[config.mk]
export PLATFORM = sky130hd
export DESIGN_NAME = interpolating_pwm_audio_pulser_unit
export DESIGN_NICKNAME = d
export VERILOG_FILES = /design/src/rtl/ipap_pkg.sv /design/src/rtl/ipap_front.sv /design/src/rtl/ipap_queue.sv /design/src/rtl/ipap_back.sv /design/src/rtl/interpolating_pwm_audio_pulser_unit.sv
export VERILOG_INCLUDE_DIRS = /design/src /design/src/rtl
export SDC_FILE = /design/constraint.sdc
export NUM_CORES = 1
export LEC_CHECK = 0
export BUFFER_PORTS_ARGS = -buffer_cell sky130_fd_sc_hd__buf_2
export CAP_MARGIN = 30
export CORE_MARGIN = 3
export CORE_UTILIZATION = 50
export DETAILED_ROUTE_END_ITERATION = 6
export PLACE_DENSITY = 0.69
export SYNTH_ARGS = -nofsm -noshare
export SYNTH_HDL_FRONTEND = slang
export SYNTH_SLANG_ARGS = --single-unit
export TNS_END_PERCENT = 1
[constraint.sdc]
create_clock -name clk -period 12.4 [get_ports clk]
set_input_delay 0.62 -clock clk [delete_from_list [all_inputs] [get_ports clk]]
set_output_delay 0.62 -clock clk [all_outputs]
set_load 0.01 [all_outputs]
[src/rtl/interpolating_pwm_audio_pulser_unit_assert.svh]
// Assertion macros shared by the pulser modules.
`ifndef INTERPOLATING_PWM_AUDIO_PULSER_UNIT_ASSERT_SVH
`define INTERPOLATING_PWM_AUDIO_PULSER_UNIT_ASSERT_SVH

// Plain property, sampled on clk and disabled while reset is asserted.
`define IPAP_ASSERT(lbl, prop, msg) \
    lbl: assert property (@(posedge clk) disable iff (!rst_n) (prop)) \
        else $error(msg);

// Same-cycle implication, sampled on clk and disabled while reset is asserted.
`define IPAP_ASSERT_IMPLY(lbl, ante, cons, msg) \
    lbl: assert property (@(posedge clk) disable iff (!rst_n) (ante) |-> (cons)) \
        else $error(msg);

`endif

[src/rtl/ipap_pkg.sv]
// Shared types and constants of the interpolating pulse-width audio pulser.
`default_nettype none

package ipap_pkg;

    localparam int SAMPLE_W    = 8;
    localparam int WORD_W      = 16;
    localparam int CFG_INDEX_W = 2;

    // Configuration register indexes.
    localparam logic [CFG_INDEX_W-1:0] CFG_TWO_PIN_MODE = 2'd0;
    localparam logic [CFG_INDEX_W-1:0] CFG_PHASE2_START = 2'd1;

    // Register reset values.
    localparam logic              TWO_PIN_MODE_RESET = 1'b1;
    localparam logic [WORD_W-1:0] PHASE2_START_RESET = 16'd516;

    // Timer count where the first phase of each tick begins.
    localparam logic [WORD_W-1:0] PHASE_ONE_AT = 16'd4;

    // Offset added after the sample is scaled by 28.
    localparam logic [WORD_W-1:0] SCALE_OFFSET = 16'd8;

    // Settings the tick engine reads on every tick.
    typedef struct packed {
        logic              two_pin_mode;
        logic [WORD_W-1:0] phase2_start;
    } tick_cfg_t;

endpackage

`default_nettype wire

[src/rtl/ipap_front.sv]
// Front end: accepts sample items and scales them to the level domain.
`default_nettype none

module ipap_front (
    input  wire logic                         in_valid,
    output logic                              in_ready,
    input  wire logic [ipap_pkg::SAMPLE_W-1:0] sample_byte,
    input  wire logic                         two_pin_mode,
    input  wire logic                         q_ready,
    output logic                              push,
    output logic [ipap_pkg::WORD_W-1:0]       push_data
);
    import ipap_pkg::*;

    logic [WORD_W-1:0] centered;

    // In two-pin mode the sample becomes 2*s - 256, a signed value around zero.
    always_comb
    begin
        if (two_pin_mode)
        begin
            centered = {{(WORD_W-SAMPLE_W-1){~sample_byte[SAMPLE_W-1]}},
                        ~sample_byte[SAMPLE_W-1], sample_byte[SAMPLE_W-2:0], 1'b0};
        end
        else
        begin
            centered = {{(WORD_W-SAMPLE_W){1'b0}}, sample_byte};
        end
    end

    // Scale by 28 as 32x - 4x, then add the offset; the result fits in 16 bits.
    assign push_data = (centered << 5) - (centered << 2) + SCALE_OFFSET;

    assign in_ready = q_ready;
    assign push     = in_valid && q_ready;

endmodule

`default_nettype wire

[src/rtl/ipap_queue.sv]
// Short queue of scaled samples between the front end and the tick engine.
`default_nettype none

module ipap_queue #(
    parameter int DEPTH = 2
) (
    input  wire logic                        clk,
    input  wire logic                        rst_n,
    input  wire logic                        push,
    input  wire logic [ipap_pkg::WORD_W-1:0] push_data,
    output logic                             q_ready,
    input  wire logic                        pop,
    output logic                             q_valid,
    output logic [ipap_pkg::WORD_W-1:0]      q_data
);
    import ipap_pkg::*;

    localparam int AW = (DEPTH > 1) ? $clog2(DEPTH) : 1;
    localparam int CW = $clog2(DEPTH + 1);

    logic [WORD_W-1:0] mem_reg [DEPTH];
    logic [AW-1:0]     wr_ptr_reg;
    logic [AW-1:0]     wr_ptr_next;
    logic [AW-1:0]     rd_ptr_reg;
    logic [AW-1:0]     rd_ptr_next;
    logic [CW-1:0]     count_reg;
    logic [CW-1:0]     count_next;

    assign q_ready = (count_reg != CW'(DEPTH));
    assign q_valid = (count_reg != '0);
    assign q_data  = mem_reg[rd_ptr_reg];

    // Pointer and fill count updates.
    always_comb
    begin
        wr_ptr_next = wr_ptr_reg;
        rd_ptr_next = rd_ptr_reg;
        count_next  = count_reg;
        if (push)
        begin
            wr_ptr_next = (wr_ptr_reg == AW'(DEPTH - 1)) ? '0 : wr_ptr_reg + 1'b1;
        end
        if (pop)
        begin
            rd_ptr_next = (rd_ptr_reg == AW'(DEPTH - 1)) ? '0 : rd_ptr_reg + 1'b1;
        end
        if (push && !pop)
        begin
            count_next = count_reg + 1'b1;
        end
        else if (pop && !push)
        begin
            count_next = count_reg - 1'b1;
        end
    end

    always_ff @(posedge clk or negedge rst_n)
    begin
        if (!rst_n)
        begin
            wr_ptr_reg <= '0;
            rd_ptr_reg <= '0;
            count_reg  <= '0;
        end
        else
        begin
            wr_ptr_reg <= wr_ptr_next;
            rd_ptr_reg <= rd_ptr_next;
            count_reg  <= count_next;
        end
    end

    // Entry storage.
    always_ff @(posedge clk)
    begin
        if (push)
        begin
            mem_reg[wr_ptr_reg] <= push_data;
        end
    end

`include "interpolating_pwm_audio_pulser_unit_assert.svh"

    `IPAP_ASSERT(a_count_bound, count_reg <= CW'(DEPTH), "queue count above depth")
    `IPAP_ASSERT_IMPLY(a_pop_nonempty, pop, count_reg != '0, "pop from empty queue")

endmodule

`default_nettype wire

[src/rtl/ipap_back.sv]
// Tick engine: advances the level, places the pulses and updates the delta.
`default_nettype none

module ipap_back (
    input  wire logic                        clk,
    input  wire logic                        rst_n,
    input  wire ipap_pkg::tick_cfg_t         cfg,
    input  wire logic                        q_valid,
    input  wire logic [ipap_pkg::WORD_W-1:0] q_data,
    output logic                             pop,
    output logic                             out_valid,
    input  wire logic                        out_ready,
    output logic [ipap_pkg::WORD_W-1:0]      compare_a,
    output logic [ipap_pkg::WORD_W-1:0]      compare_b,
    output logic [ipap_pkg::WORD_W-1:0]      compare_c,
    output logic [ipap_pkg::WORD_W-1:0]      compare_d,
    output logic                             last_of_pair
);
    import ipap_pkg::*;

    logic              phase_reg;
    logic              phase_next;
    logic [WORD_W-1:0] level_reg;
    logic [WORD_W-1:0] level_next;
    logic [WORD_W-1:0] delta_reg;
    logic [WORD_W-1:0] delta_next;
    logic              out_valid_reg;
    logic              out_valid_next;
    logic [WORD_W-1:0] a_reg;
    logic [WORD_W-1:0] b_reg;
    logic [WORD_W-1:0] c_reg;
    logic [WORD_W-1:0] d_reg;
    logic              last_reg;

    logic              adv;
    logic [WORD_W-1:0] v1;
    logic [WORD_W-1:0] v2;
    logic [WORD_W-1:0] p1;
    logic [WORD_W-1:0] p2;
    logic [WORD_W-1:0] a_val;
    logic [WORD_W-1:0] b_val;
    logic [WORD_W-1:0] c_val;
    logic [WORD_W-1:0] d_val;
    logic [WORD_W:0]   diff;

    // One tick per cycle while an item waits and the output slot is free.
    assign adv = q_valid && (!out_valid_reg || out_ready);
    assign pop = adv && phase_reg;

    // Two level steps, and the new levels taken down to pulse widths.
    always_comb
    begin
        v1 = level_reg + delta_reg;
        v2 = v1 + delta_reg;
        p1 = {{4{v1[WORD_W-1]}}, v1[WORD_W-1:4]};
        p2 = {{4{v2[WORD_W-1]}}, v2[WORD_W-1:4]};
    end

    // Pulse placement: sign-split across the pin pair, or plain on one pin.
    always_comb
    begin
        if (cfg.two_pin_mode)
        begin
            if (p1[WORD_W-1])
            begin
                a_val = PHASE_ONE_AT;
                c_val = PHASE_ONE_AT - p1;
            end
            else
            begin
                a_val = PHASE_ONE_AT + p1;
                c_val = PHASE_ONE_AT;
            end
            if (p2[WORD_W-1])
            begin
                b_val = cfg.phase2_start - p2;
                d_val = cfg.phase2_start;
            end
            else
            begin
                b_val = cfg.phase2_start;
                d_val = cfg.phase2_start + p2;
            end
        end
        else
        begin
            a_val = PHASE_ONE_AT;
            b_val = PHASE_ONE_AT + p1;
            c_val = cfg.phase2_start;
            d_val = cfg.phase2_start + p2;
        end
    end

    // Distance from the final level to the scaled sample, kept at 17 bits.
    assign diff = {q_data[WORD_W-1], q_data} - {v2[WORD_W-1], v2};

    // State and output slot updates.
    always_comb
    begin
        phase_next     = phase_reg;
        level_next     = level_reg;
        delta_next     = delta_reg;
        out_valid_next = out_valid_reg;
        if (out_valid_reg && out_ready)
        begin
            out_valid_next = 1'b0;
        end
        if (adv)
        begin
            out_valid_next = 1'b1;
            level_next     = v2;
            phase_next     = !phase_reg;
            if (phase_reg)
            begin
                delta_next = {diff[WORD_W], diff[WORD_W:2]};
            end
        end
    end

    always_ff @(posedge clk or negedge rst_n)
    begin
        if (!rst_n)
        begin
            phase_reg     <= 1'b0;
            level_reg     <= '0;
            delta_reg     <= '0;
            out_valid_reg <= 1'b0;
        end
        else
        begin
            phase_reg     <= phase_next;
            level_reg     <= level_next;
            delta_reg     <= delta_next;
            out_valid_reg <= out_valid_next;
        end
    end

    // Result payload.
    always_ff @(posedge clk)
    begin
        if (adv)
        begin
            a_reg    <= a_val;
            b_reg    <= b_val;
            c_reg    <= c_val;
            d_reg    <= d_val;
            last_reg <= phase_reg;
        end
    end

    assign out_valid    = out_valid_reg;
    assign compare_a    = a_reg;
    assign compare_b    = b_reg;
    assign compare_c    = c_reg;
    assign compare_d    = d_reg;
    assign last_of_pair = last_reg;

`include "interpolating_pwm_audio_pulser_unit_assert.svh"

    `IPAP_ASSERT_IMPLY(a_second_tick_has_item, phase_reg, q_valid,
        "second tick pending without a queued item")
    `IPAP_ASSERT_IMPLY(a_first_result_then_second, out_valid_reg && !last_reg, phase_reg,
        "first result shown but second tick not pending")

endmodule

`default_nettype wire

[src/rtl/interpolating_pwm_audio_pulser_unit.sv]
// Top level of the interpolating pulse-width audio pulser.
//
//  channel  | handshake             | payload
//  ---------+-----------------------+---------------------------------------------
//  in       | in_valid / in_ready   | sample_byte
//  out      | out_valid / out_ready | compare_a..compare_d, last_of_pair
//  cfg      | cfg_valid / cfg_ready | cfg_index, cfg_data
//
// Each sample item yields two results, one per cycle while the output is not
// stalled; the rate is set by the single tick unit of the tick engine.
// Each result is registered from its tick; the first result of an item passes
// through the queue entry and the result register when accepted into an empty queue.
// Reset clears the level, the delta, the queue and restores both registers.
// Output stalls hold the result register; the queue keeps taking items until full.
`default_nettype none

module interpolating_pwm_audio_pulser_unit #(
    parameter int QUEUE_DEPTH = 2
) (
    input  wire logic                             clk,
    input  wire logic                             rst_n,
    input  wire logic                             in_valid,
    output logic                                  in_ready,
    input  wire logic [ipap_pkg::SAMPLE_W-1:0]    sample_byte,
    output logic                                  out_valid,
    input  wire logic                             out_ready,
    output logic [ipap_pkg::WORD_W-1:0]           compare_a,
    output logic [ipap_pkg::WORD_W-1:0]           compare_b,
    output logic [ipap_pkg::WORD_W-1:0]           compare_c,
    output logic [ipap_pkg::WORD_W-1:0]           compare_d,
    output logic                                  last_of_pair,
    input  wire logic                             cfg_valid,
    output logic                                  cfg_ready,
    input  wire logic [ipap_pkg::CFG_INDEX_W-1:0] cfg_index,
    input  wire logic [ipap_pkg::WORD_W-1:0]      cfg_data
);
    import ipap_pkg::*;

    logic              two_pin_mode_reg;
    logic              two_pin_mode_next;
    logic [WORD_W-1:0] phase2_start_reg;
    logic [WORD_W-1:0] phase2_start_next;
    tick_cfg_t         tick_cfg;
    logic              push;
    logic [WORD_W-1:0] push_data;
    logic              q_ready;
    logic              q_valid;
    logic [WORD_W-1:0] q_data;
    logic              pop;

    assign cfg_ready = 1'b1;

    // Register write decode; unknown indexes are dropped.
    always_comb
    begin
        two_pin_mode_next = two_pin_mode_reg;
        phase2_start_next = phase2_start_reg;
        if (cfg_valid)
        begin
            unique case (cfg_index)
                CFG_TWO_PIN_MODE: two_pin_mode_next = cfg_data[0];
                CFG_PHASE2_START: phase2_start_next = cfg_data;
                default:          ;
            endcase
        end
    end

    always_ff @(posedge clk or negedge rst_n)
    begin
        if (!rst_n)
        begin
            two_pin_mode_reg <= TWO_PIN_MODE_RESET;
            phase2_start_reg <= PHASE2_START_RESET;
        end
        else
        begin
            two_pin_mode_reg <= two_pin_mode_next;
            phase2_start_reg <= phase2_start_next;
        end
    end

    assign tick_cfg.two_pin_mode = two_pin_mode_reg;
    assign tick_cfg.phase2_start = phase2_start_reg;

    ipap_front u_front (
        .in_valid     (in_valid),
        .in_ready     (in_ready),
        .sample_byte  (sample_byte),
        .two_pin_mode (two_pin_mode_reg),
        .q_ready      (q_ready),
        .push         (push),
        .push_data    (push_data)
    );

    ipap_queue #(
        .DEPTH (QUEUE_DEPTH)
    ) u_queue (
        .clk       (clk),
        .rst_n     (rst_n),
        .push      (push),
        .push_data (push_data),
        .q_ready   (q_ready),
        .pop       (pop),
        .q_valid   (q_valid),
        .q_data    (q_data)
    );

    ipap_back u_back (
        .clk          (clk),
        .rst_n        (rst_n),
        .cfg          (tick_cfg),
        .q_valid      (q_valid),
        .q_data       (q_data),
        .pop          (pop),
        .out_valid    (out_valid),
        .out_ready    (out_ready),
        .compare_a    (compare_a),
        .compare_b    (compare_b),
        .compare_c    (compare_c),
        .compare_d    (compare_d),
        .last_of_pair (last_of_pair)
    );

endmodule

`default_nettype wire
== Word-level counts from Yosys, hierarchy flattened ==
Memories as Yosys holds them, arrays and structs flattened.
Cells that the tools add are included.

* Bits in registers: 119
* Bits in writable memories: 32
* Bits of input ports: 31
* Output and inout bits: 68
* Logic and storage cells: 66
* Memories: 1

{| class="wikitable"
|+ Memory list
! name !! words !! width !! rd ports !! clocked after Yosys merged registers in !! wr ports !! RTL line !! RTL
|-
| u_queue.mem_reg || 2 || 16 || 1 || 0 || 1 || ipap_queue.sv:21 || <nowiki>logic [WORD_W-1:0] mem_reg [DEPTH];</nowiki>
|}

* $add $sub $neg: 13
* Eq/ne operators: 2
* Muxes and demuxes: 15
* Bitwise logic cells: 2
* Reductions and logical operators: 19

{| class="wikitable"
|+ Operator list
! kind !! count
|-
| $mux 16 || 6
|-
| $add 16x16->16 || 3
|-
| $sub 16x16->16 || 2
|-
| $sub 16x16->17 || 1
|-
| $add 16x4->16 const B || 1
|-
| $mux 14 || 1
|-
| $add 4x12->13 const A || 1
|-
| $sub 4x12->13 const A || 1
|-
| $logic_and 1x1->1 || 6
|-
| $mux 1 || 6
|-
| $reduce_and 2->1 || 3
|-
| $reduce_bool 2->1 || 3
|-
| $logic_not 1->1 || 4
|-
| $mux 2 || 2
|-
| $add 1x1->1 const B || 2
|-
| $add 2x1->2 const B || 1
|-
| $eq 2x1->1 const B || 1
|-
| $logic_not 2->1 || 1
|-
| $ne 2x2->1 const B || 1
|-
| $not 1->1 || 2
|-
| $reduce_or 2->1 || 1
|-
| $sub 2x1->2 const B || 1
|-
| $logic_or 1x1->1 || 1
|}

== Depth between registers and ports, before layout ==
Gate-level depths: netlist of run 1.

* Depth after elaboration: 7
* Mapped depth: 26
* Mapped depth without buffers: 26

== By module ==
From an unflattened synthesis of run 1, not the netlist that was laid out.

* Cell total of the unflattened synthesis: 977
* Area total of the unflattened synthesis: 10211.0 um^2

{| class="wikitable"
|+ By module, submodules not included
! module !! instances !! cells each !! area an instance (um^2) !! seq. area each (um^2)
|-
| ipap_back || 1 || 772 || 7373.3 || 2687.6
|-
| ipap_queue || 1 || 66 || 1395.1 || 1061.0
|-
| ipap_front || 1 || 100 || 734.5 || 0.0
|-
| interpolating_pwm_audio_pulser_unit || 1 || 39 || 708.2 || 429.2
|}

== Worst setup path before layout of run 1 ==
No wires, ideal clock.

* Path type: reg-to-reg
* From: register u_back.delta_reg[0]
* To: register u_back.d_reg[15], in the netlist u_back.compare_d[15], data pin
* Library setup time: 0.258 ns
* Arrival: 5.520 ns
* Data required time: 12.142 ns
* Setup slack: 6.621 ns
* Stages on the path, launching flop included: 25
* Buffers on the path: 2
* Clock period less this slack: 5.779 ns
* Cells stage by stage: dfrtp_1 > ha_1 > fa_1 > a21o_1 > a21oi_2 > o21bai_2 > a31oi_4 > o21bai_2 > xor2_1 > ha_1 > and3_1 > and3_1 > nand3_1 > a21boi_0 > o41ai_1 > xor2_1 > inv_2 > buf_2 > ha_1 > clkbuf_1 > nand2_1 > o41a_1 > o21ai_0 > mux2i_1 > xnor2_1

* Longest elaborated chain between the ends: 5

{| class="wikitable"
|+ Ends and longest elaborated chain
! item !! RTL line !! RTL
|-
| start: declaration || ipap_back.sv:25 || <nowiki>logic [WORD_W-1:0] delta_reg;</nowiki>
|-
| start signal: assignment || ipap_back.sv:133 || <nowiki>delta_reg <= delta_next;</nowiki>
|-
| $add 16x16->16 || ipap_back.sv:53 || <nowiki>v1 = level_reg + delta_reg;</nowiki>
|-
| $add 16x16->16 (*) || ipap_back.sv:54 || <nowiki>v2 = v1 + delta_reg;</nowiki>
|-
| $add 16x16->16 || ipap_back.sv:82, ipap_back.sv:90 ||
|-
| $mux 16 || ipap_back.sv:74 || <nowiki>if (p2[WORD_W-1])</nowiki>
|-
| $mux 16 (*) || ipap_back.sv:62 || <nowiki>if (cfg.two_pin_mode)</nowiki>
|-
| named net u_back.d_val[15] || ipap_back.sv:43 || <nowiki>logic [WORD_W-1:0] d_val;</nowiki>
|-
| end signal: assignment || ipap_back.sv:146 || <nowiki>d_reg <= d_val;</nowiki>
|-
| end: declaration || ipap_back.sv:32 || <nowiki>logic [WORD_W-1:0] d_reg;</nowiki>
|}

The timed path passes the listed nets; every way through them passes the cells marked *.
A chain may end at the register's enable or synchronous reset.

== Worst setup path in the final report of run 1 ==
Ends and elaborated chain as after synthesis.

==> results of run 1 <==
## metrics by stage
| stage | area (um^2) | hold slack [ps] | utilization [%] | instances | setup slack [ps] |
|---|---|---|---|---|---|
| after floorplan | 9830 | 324 | - | 985 | 6620 |
| after CTS | 11100 | 356 | 58.3 | 1347 | 5960 |
| after detailed placement | 10500 | 478 | 55.4 | 1315 | 5970 |
| after global routing | 11100 | 380 | 58.3 | 1347 | 5490 |
| after global placement | 10500 | 467 | 55.4 | 1314 | 6120 |
| final | 11100 | 314 | 58.3 | 1347 | 5900 |
## path summary, 6_finish.rpt
| check | start | to | slack, ps | depth (start not counted) |
|---|---|---|---|---|
| worst min-delay path | rst_n | u_queue.rd_ptr_reg | 310 | 2 |
| min in group clk | cfg_data[13] | phase2_start_reg[13] | 410 | 2 |
| worst max register to register | u_back.delta_reg[0] | u_back.compare_d[15] | 5900 | 23 |
| max in group asynchronous | rst_n | u_back.delta_reg[14] | 11560 | 2 |
| worst min register to register | u_back.level_reg[6] | u_back.level_reg[6] | 490 | 2 |
| worst max-delay path | u_back.delta_reg[0] | u_back.compare_d[15] | 5900 | 23 |
## layout by cell type, fill, tap and decap left out, types with 7 or more instances in the layout
master,count
nand3_1,23
nor2_1,76
edfxtp_1,90
o22ai_1,8
mux2i_1,9
a21o_1,18
xnor2_1,53
nand2_1,83
o21a_1,13
nor3_1,30
mux2_2,31
ha_1,80
o21bai_1,8
a31oi_1,9
dfrtp_1,51
buf_4,7
xor2_1,28
a21oi_1,65
o21ai_0,60
a211oi_1,7
inv_1,57
buf_2,97
nand2b_1,14
and3_1,8
clkbuf_16,17
nor2b_1,14
## worst max-delay path, stage by stage, from the launching register on
cell	delay, ps
dfrtp_1	430
ha_1	250
fa_1	400
a21o_1	200
a21oi_2	190
o21bai_2	110
a31oi_4	290
o21bai_2	100
xor2_1	610
ha_1	420
and3_1	250
and3_1	190
nand3_1	100
a21boi_0	100
o41ai_1	330
xor2_1	190
buf_4	320
inv_2	250
ha_1	530
nand2_1	80
o41a_1	350
o21ai_0	240
mux2i_1	240
xnor2_1	80
## cells by family after synthesis
kind of cell,Yosys count,synth area share (%)
and+or+nand+nor,288,14.2
AOI/OAI and AO/OA,247,16.9
DFF,144,41.3
buffers and inverters,93,3.92
xor gates and xnor gates,85,7.94
adders and majority gates,84,11.0
muxes,42,4.77
other,2,0.0764
## per-layer routing
metal / wire length [um] / global-route usage [%] / part of all wire [%] / vias to the layer above
li1: - / - / - / 3727
met1: 10800 / 30.7 / 47 / 3550
met2: 10300 / 33.3 / 45 / 246
met3: 1560 / 4.97 / 6.8 / 33
met4: 459 / 6.35 / 2.0 / 0
met5: 0 / 0 / 0 / -
## area by class of cell
class	instances	area, um^2
inverters	59	221
clock inverters	15	124
multi-input cells	748	5390
clock buffers	17	425
fillers	1705	7930
repair buffers	104	538
well taps	260	325
flip-flops and latches	144	4060
==> reports/qor.csv, run 1 <==
metric,value,unit
path_class,flip-flop to flip-flop,
worstMarginPinSlew,1030,ps
slew_viol_final,0,
postSynthCellCount,985,
clock_latency,430,ps
drc,0,
antenna_found_initial,0,
synth.avg_cell_area,9.98,um^2
setup_tns,0,ps
portBuffers,97,
wl_per_cell,17.1,um
ctsHtreeMaxLevel,4,
grt_pass1_wl,37.2,mm
finalHoldViolations,0,
synth-edff-count,90,
postCtsSetupBuffers,0,
rows,50,
setup_violations,0,
critPathRequiredTime,12580,ps
cts_tree,built,
yosys-top-cells-count,"edfxtp_1 (90), nand2_1 (83), ha_1 (80), nor2_1 (76), a21oi_1 (65)",
timing.fmax,0.154,GHz
ant_nets,0,
boundaryPins,99,
grt_max_degree,66,
dieArea,21400,um^2
grt_overflow,0,
syn_area,9830,um^2
period_share,52.4,%
grt_setup_unrepaired,no,
cts_buffers,17,
yosysWarnings,0,
viasPerCell,5.61,
cts_resized,0,
synth_nets,1100,
period_needed,6500,ps
hpwl,17.4,mm
dieWidth,146,um
cts_buffer_depth,2,
crit_arrival,6680,ps
finalClockSkew,16.6,ps
crit_path_end_kind,flip-flop,
vias,7556,
start_util,51.7,%
ys_seq_elements,144,
nets,1189,
cp-start-kind,flip-flop,
clock-sinks,144,
coreArea,19000,um^2
drive_gt1_share,19.1,%
maxSlewHeadroom,31.0,%
async_flop_share,37.5,%
synthTopCellsByArea,"edfxtp_1 (27%), dfrtp_1 (13%), ha_1 (10%), xnor2_1 (4.7%), mux2_2 (3.6%)",
synthFlopType,edfxtp_1,
hold_class,input pin to asynchronous set/reset pin,
synth_largest_area_cell,edfxtp_1,
gp_congestion,0.908,
area_growth,12.7,%
cp_max_fo,22,
max-cap-violations,0,
yosysSeqAreaShare,41.3,%
status,finished clean,
largest_register_ff_count,28,
grt_usage,21.6,%
totalWireLength,23.0,mm
synth_cell_type_count,84,
yosysTopAreaCellShare,27.5,%
cts_hold_buf,0,
yosysMostFrequentCell,edfxtp_1,
drtIter0Drc,462,
firstDrtPassIters,5,
clockRootBuffer,clkbuf_16,
die_h,146,um
clk_pin_slew,60,ps
antenna_cells,0,
grt_pass1_vias,7101,
Power of run 1 is left out: the tool's default activity adds up to more than one toggle a clock period on the data nets, which glitch-free logic cannot reach.
==> run 2, diff against run 1 <==
--- a/config.mk
+++ b/config.mk
@@ -6,6 +6,7 @@
 export SDC_FILE = /design/constraint.sdc
 export NUM_CORES = 1
 export LEC_CHECK = 0
+export ABC_AREA = 1
 export BUFFER_PORTS_ARGS = -buffer_cell sky130_fd_sc_hd__buf_2
 export CAP_MARGIN = 30
 export CORE_MARGIN = 3
==> constraint.sdc (replaced) <==
create_clock -name clk -period 6.2 [get_ports clk]
set_input_delay 0.31 -clock clk [delete_from_list [all_inputs] [get_ports clk]]
set_output_delay 0.31 -clock clk [all_outputs]
set_load 0.01 [all_outputs]
==> run 2 against run 1 <==
Die area is 2.7% higher. First-iteration DRC count is 24% higher. Via count is 15% higher. Sequential share of layout area is 1.4 points lower. Setup slack worse by 5300 ps. Synthesized area is 2.8% higher. Synthesized cell count is 28% higher. Wire length is 16% higher. Fmax is 17% higher.
==> reports/qor.csv, run 2 <==
metric,value,unit
final_cell_mix,"nand2_1 (326), inv_1 (155), o21ai_0 (99), buf_2 (97), edfxtp_1 (90)",
status,finished clean,
synth_nets,1373,
start_util,51.4,%
finalClockSkew,12.2,ps
grt_pass1_wl,43.3,mm
max-cap-violations,0,
timing.fmax,0.180,GHz
clock-sinks,144,
cp_max_fo,25,
cts_buffers,17,
critPathRequiredTime,6390,ps
async_flop_share,37.5,%
maxSlewHeadroom,37.9,%
largest_register_ff_count,28,
hpwl,20.7,mm
die_h,148,um
synth_cell_type_count,53,
totalWireLength,26.7,mm
synthFlopType,edfxtp_1,
slew_viol_final,0,
hold_class,input pin to asynchronous set/reset pin,
yosysTopAreaCellShare,26.7,%
antenna_found_initial,0,
crit_path_end_kind,flip-flop,
period_share,89.6,%
finalHoldViolations,0,
placed_cell_area,10900,um^2
yosys-top-cells-count,"nand2_1 (326), inv_1 (155), o21ai_0 (99), edfxtp_1 (90), a21oi_1 (83)",
pre_cts_slack,354,ps
num-fill-cells,1871,
ant_nets,0,
dieArea,22000,um^2
yosysWarnings,0,
r2r_cells,29,
setup_violations,0,
rows,51,
grt_max_degree,66,
drc,0,
postCtsSetupBuffers,0,
final_cell_area,11500,um^2
gp_congestion,0.971,
grt_setup_unrepaired,no,
synth_largest_area_cell,edfxtp_1,
syn_area,10100,um^2
cts_buffer_depth,2,
firstDrtPassIters,5,
drive_gt1_share,14.6,%
clock_latency,440,ps
grt_pass1_vias,8297,
ys_seq_elements,144,
cts_tree,built,
setup_ws,644,ps
boundaryPins,99,
path_class,flip-flop to flip-flop,
setup_tns,0,ps
synthTopCellsByArea,"edfxtp_1 (27%), dfrtp_1 (13%), nand2_1 (12%), ha_1 (9.9%), inv_1 (5.8%)",
area_growth,13.9,%
synth-edff-count,90,
mostFrequentLayoutCell,nand2_1,
postSynthCellCount,1258,
drtIter0Drc,575,
ctsHtreeMaxLevel,4,
period_needed,5560,ps
vias,8713,
clockRootBuffer,clkbuf_16,
worstMarginPinSlew,931,ps
dieWidth,148,um
yosysMostFrequentCell,nand2_1,
grt_usage,25.2,%
viasPerCell,5.34,
multi_input_area,5320,um^2
grt_overflow,0,
coreArea,19700,um^2
clk_pin_slew,70,ps
seq_area,4060,um^2
nets,1468,
antenna_cells,0,
cp-start-kind,flip-flop,
yosysSeqAreaShare,40.1,%
cp_slowest_stage_delay,470,ps
portBuffers,97,
wl_per_cell,16.4,um
crit_arrival,5750,ps
synth.avg_cell_area,8.03,um^2
slowest_stage,ha_2,
-- run 2: cell types whose count changed after synthesis, moves of 26 or more --
cell,before,now
o21ai_0,61,99
nor3_1,30,3
mux2_2,31,5
xnor2_1,53,14
nand2_1,83,326
inv_1,58,155
nand3_1,23,75
-- run 2: kinds of logic after synthesis --
kind of cell	synth area share, %
AOI/OAI and AO/OA	12.3
xor gates and xnor gates	5.97
adders and majority gates	10.7
buffers and inverters	7.48
DFF	40.1
muxes	0.557
other	0.0743
and+or+nand+nor	22.8
-- run 2: layer usage --
| metal | wire length [um] | vias to the layer above | GRT usage, % |
|---|---|---|---|
| met3 | 1490 | 33 | 4.11 |
| met4 | 479 | 0 | 7.07 |
| met1 | 12900 | 4047 | 37.0 |
| li1 | - | 4368 | - |
| met2 | 11800 | 265 | 39.0 |
| met5 | 0 | - | 0 |
-- run 2: per-stage QoR --
step / hold slack (ps) / std cells / util (%)
3_3_place_gp: 462 / 1597 / 55.2
3_5_place_dp: 470 / 1599 / 55.3
6_report: 16.5 / 1631 / 58.6
4_1_cts: 53.0 / 1631 / 58.5
5_1_grt: 63.7 / 1631 / 58.6
2_1_floorplan: 14.4 / 1258 / -
-- run 2: final cells by class --
cell class | instances | area share [%]
Multi-Input combinational cell | 922 | 46.2
Sequential cell | 144 | 35.2
Inverter | 160 | 5.24
Timing Repair Buffer | 108 | 5.00
Clock buffer | 17 | 3.69
Tap cell | 265 | 2.88
Clock inverter | 15 | 1.79
-- run 2: worst max-delay path, delay by kind of cell, from the launching register on --
| kind | cells | cell delay [ps] |
|---|---|---|
| XOR/XNOR | 1 | 120 |
| buffers and inverters | 6 | 610 |
| AND/OR/NAND/NOR | 12 | 1650 |
| adder cells (fa/ha/maj) | 4 | 1460 |
| flip-flops | 1 | 430 |
| AO/OA/AOI/OAI | 6 | 1030 |
-- run 2: worst paths after layout --
kind / startpoint / endpoint / slack [ps]
setup / recovery: u_back.delta_reg[0] / u_back.compare_d[14] / 640
hold / removal: rst_n / u_queue.wr_ptr_reg / 20
setup reg to reg: u_back.delta_reg[0] / u_back.compare_d[14] / 640
hold reg to reg: u_back.phase_reg / u_back.last_of_pair / 490
max in group asynchronous: rst_n / phase2_start_reg[3] / 5640
min in group clk: out_ready / u_back.out_valid / 60
-- run 2: what timing repair did --
item | in CTS | in global routing
resized for setup | 0 | 5
endpoints found under the setup margin | 0 | 3
hold buffers | 0 | 0
Power of run 2 is left out for the same reason.
==> run 3, diff against run 2 <==
--- a/config.mk
+++ b/config.mk
@@ -12,6 +12,7 @@
 export CORE_MARGIN = 3
 export CORE_UTILIZATION = 50
 export DETAILED_ROUTE_END_ITERATION = 6
+export GPL_TIMING_DRIVEN = 0
 export PLACE_DENSITY = 0.69
 export SYNTH_ARGS = -nofsm -noshare
 export SYNTH_HDL_FRONTEND = slang
==> run 3 against run 2 <==
Hold slack better by 35 ps. Fmax is 4.5% lower. Via count increased by 2.1%. Critical path type unchanged.
==> reports/qor.csv, run 3 (synthesized netlist as in run 2, its figures left out) <==
metric,value,unit
cts_buffer_depth,2,
antenna_cells,0,
firstDrtPassIters,6,
drc,0,
viasPerCell,5.35,
wl_per_cell,16.0,um
maxSlewHeadroom,51.9,%
largest_register_ff_count,28,
mostFrequentLayoutCell,nand2_1,
dieWidth,148,um
whs_path_depth,2,
hold_class,input pin to flip-flop,
cp_common_cell,nand2_1,
hold_ws,51.9,ps
die_h,148,um
grt_usage,24.5,%
cp_top_family,simple AND/OR/NAND/NOR gates,
cp-start-kind,flip-flop,
antenna_found_initial,0,
path_class,flip-flop to flip-flop,
slowest_stage,fa_1,
cts_tree,built,
portBuffers,97,
final_cell_mix,"nand2_1 (326), inv_1 (155), buf_2 (104), o21ai_0 (99), edfxtp_1 (90)",
setup_violations,0,
coreArea,19700,um^2
start_util,51.4,%
min-delay-start,cfg_valid,
grt_overflow,0,
period_needed,5820,ps
finalHoldViolations,0,
nets,1498,
r2r_cells,31,
clock_latency,440,ps
grt_pass1_wl,42.1,mm
period_share,93.8,%
rr_startpoint,u_back.delta_reg[0],
grt_pass1_vias,8233,
status,finished clean,
slew_viol_final,0,
dieArea,22000,um^2
num-fill-cells,1810,
vias,8893,
rows,51,
max-cap-violations,0,
grt_max_degree,39,
timing.fmax,0.172,GHz
clockRootBuffer,clkbuf_16,
cp_max_fo,14,
drtIter0Drc,729,
boundaryPins,99,
ant_nets,0,
ff2ff_setup_slack,380,ps
clk_pin_slew,70,ps
critPathRequiredTime,6400,ps
gp_congestion,0.986,
totalWireLength,26.6,mm
cts_buffers,17,
area_growth,15.7,%
ctsHtreeMaxLevel,4,
crit_path_end_kind,flip-flop,
crit_arrival,6010,ps
clock-sinks,144,
hold_end,two_pin_mode_reg,
crit_buf_inv,8,
drive_gt1_share,15.4,%
hpwl,20.7,mm
worstMarginPinSlew,721,ps
cp_slowest_stage_delay,430,ps
reg2reg_to,u_back.compare_d[15],
finalClockSkew,17.6,ps
[run 3: cell types whose count changed in the layout (fill, tap and decap cells not counted), moves of 3 or more]
| cell | change |
|---|---|
| buf_16 | +3 |
| buf_2 | +7 |
| buf_4 | -3 |
| buf_6 | +3 |
| bufinv_16 | -4 |
| clkbuf_1 | +16 |
| clkinvlp_4 | +3 |
[run 3: final cells by class]
type	instances	area [um^2]	share of cell area [%]
well taps	265	332	2.84
plain buffers	31	156	1.34
repair buffers	107	643	5.50
clock inverters	15	143	1.22
clock buffers	17	425	3.64
flip-flops and latches	144	4060	34.7
inverters	160	601	5.14
multi-input cells	922	5330	45.6
[run 3: metal layers]
| layer | up-vias | track usage (%) | routed length, um |
|---|---|---|---|
| met5 | - | 0 | 0 |
| met4 | 0 | 7.76 | 596 |
| met3 | 41 | 5.06 | 2370 |
| met2 | 376 | 37.4 | 11600 |
| met1 | 4034 | 35.1 | 12000 |
| li1 | 4442 | - | - |
[run 3: how the worst max path moves through the flow]
stage	startpoint	to	slack, ps	cells past startpoint
5_1_grt	u_back.delta_reg[0]	u_back.compare_d[15]	-40	31
3_5_place_dp	u_back.delta_reg[0]	u_back.compare_d[15]	70	32
3_3_place_gp	u_back.out_valid	u_queue.count_reg[1]	-2000	11
2_1_floorplan	u_back.out_valid	u_queue.count_reg[1]	460	11
4_1_cts	u_back.delta_reg[0]	u_back.compare_d[15]	30	32
6_report	u_back.delta_reg[0]	u_back.compare_d[15]	380	31
[run 3: through the flow]
stage | instances | instance area, um^2 | util, % | setup TNS, ps | setup slack, ps
6_report | 1661 | 11700 | 59.5 | 0 | 383
5_1_grt | 1661 | 11700 | 59.5 | -37.3 | -37.3
4_1_cts | 1659 | 11600 | 59.2 | 0 | 27.1
3_5_place_dp | 1626 | 11100 | 56.3 | 0 | 73.7
3_3_place_gp | 1620 | 10900 | 55.6 | -36920 | -2000
2_1_floorplan | 1258 | 10100 | - | 0 | 461
[run 3: repair_timing]
action	4_1_cts	5_1_grt
buffers inserted	0	3
endpoints found under the hold margin	13	0
hold buffers	1	0
resized for setup	0	7
setup endpoints to repair	0	4
Power of run 3 is left out for the same reason.
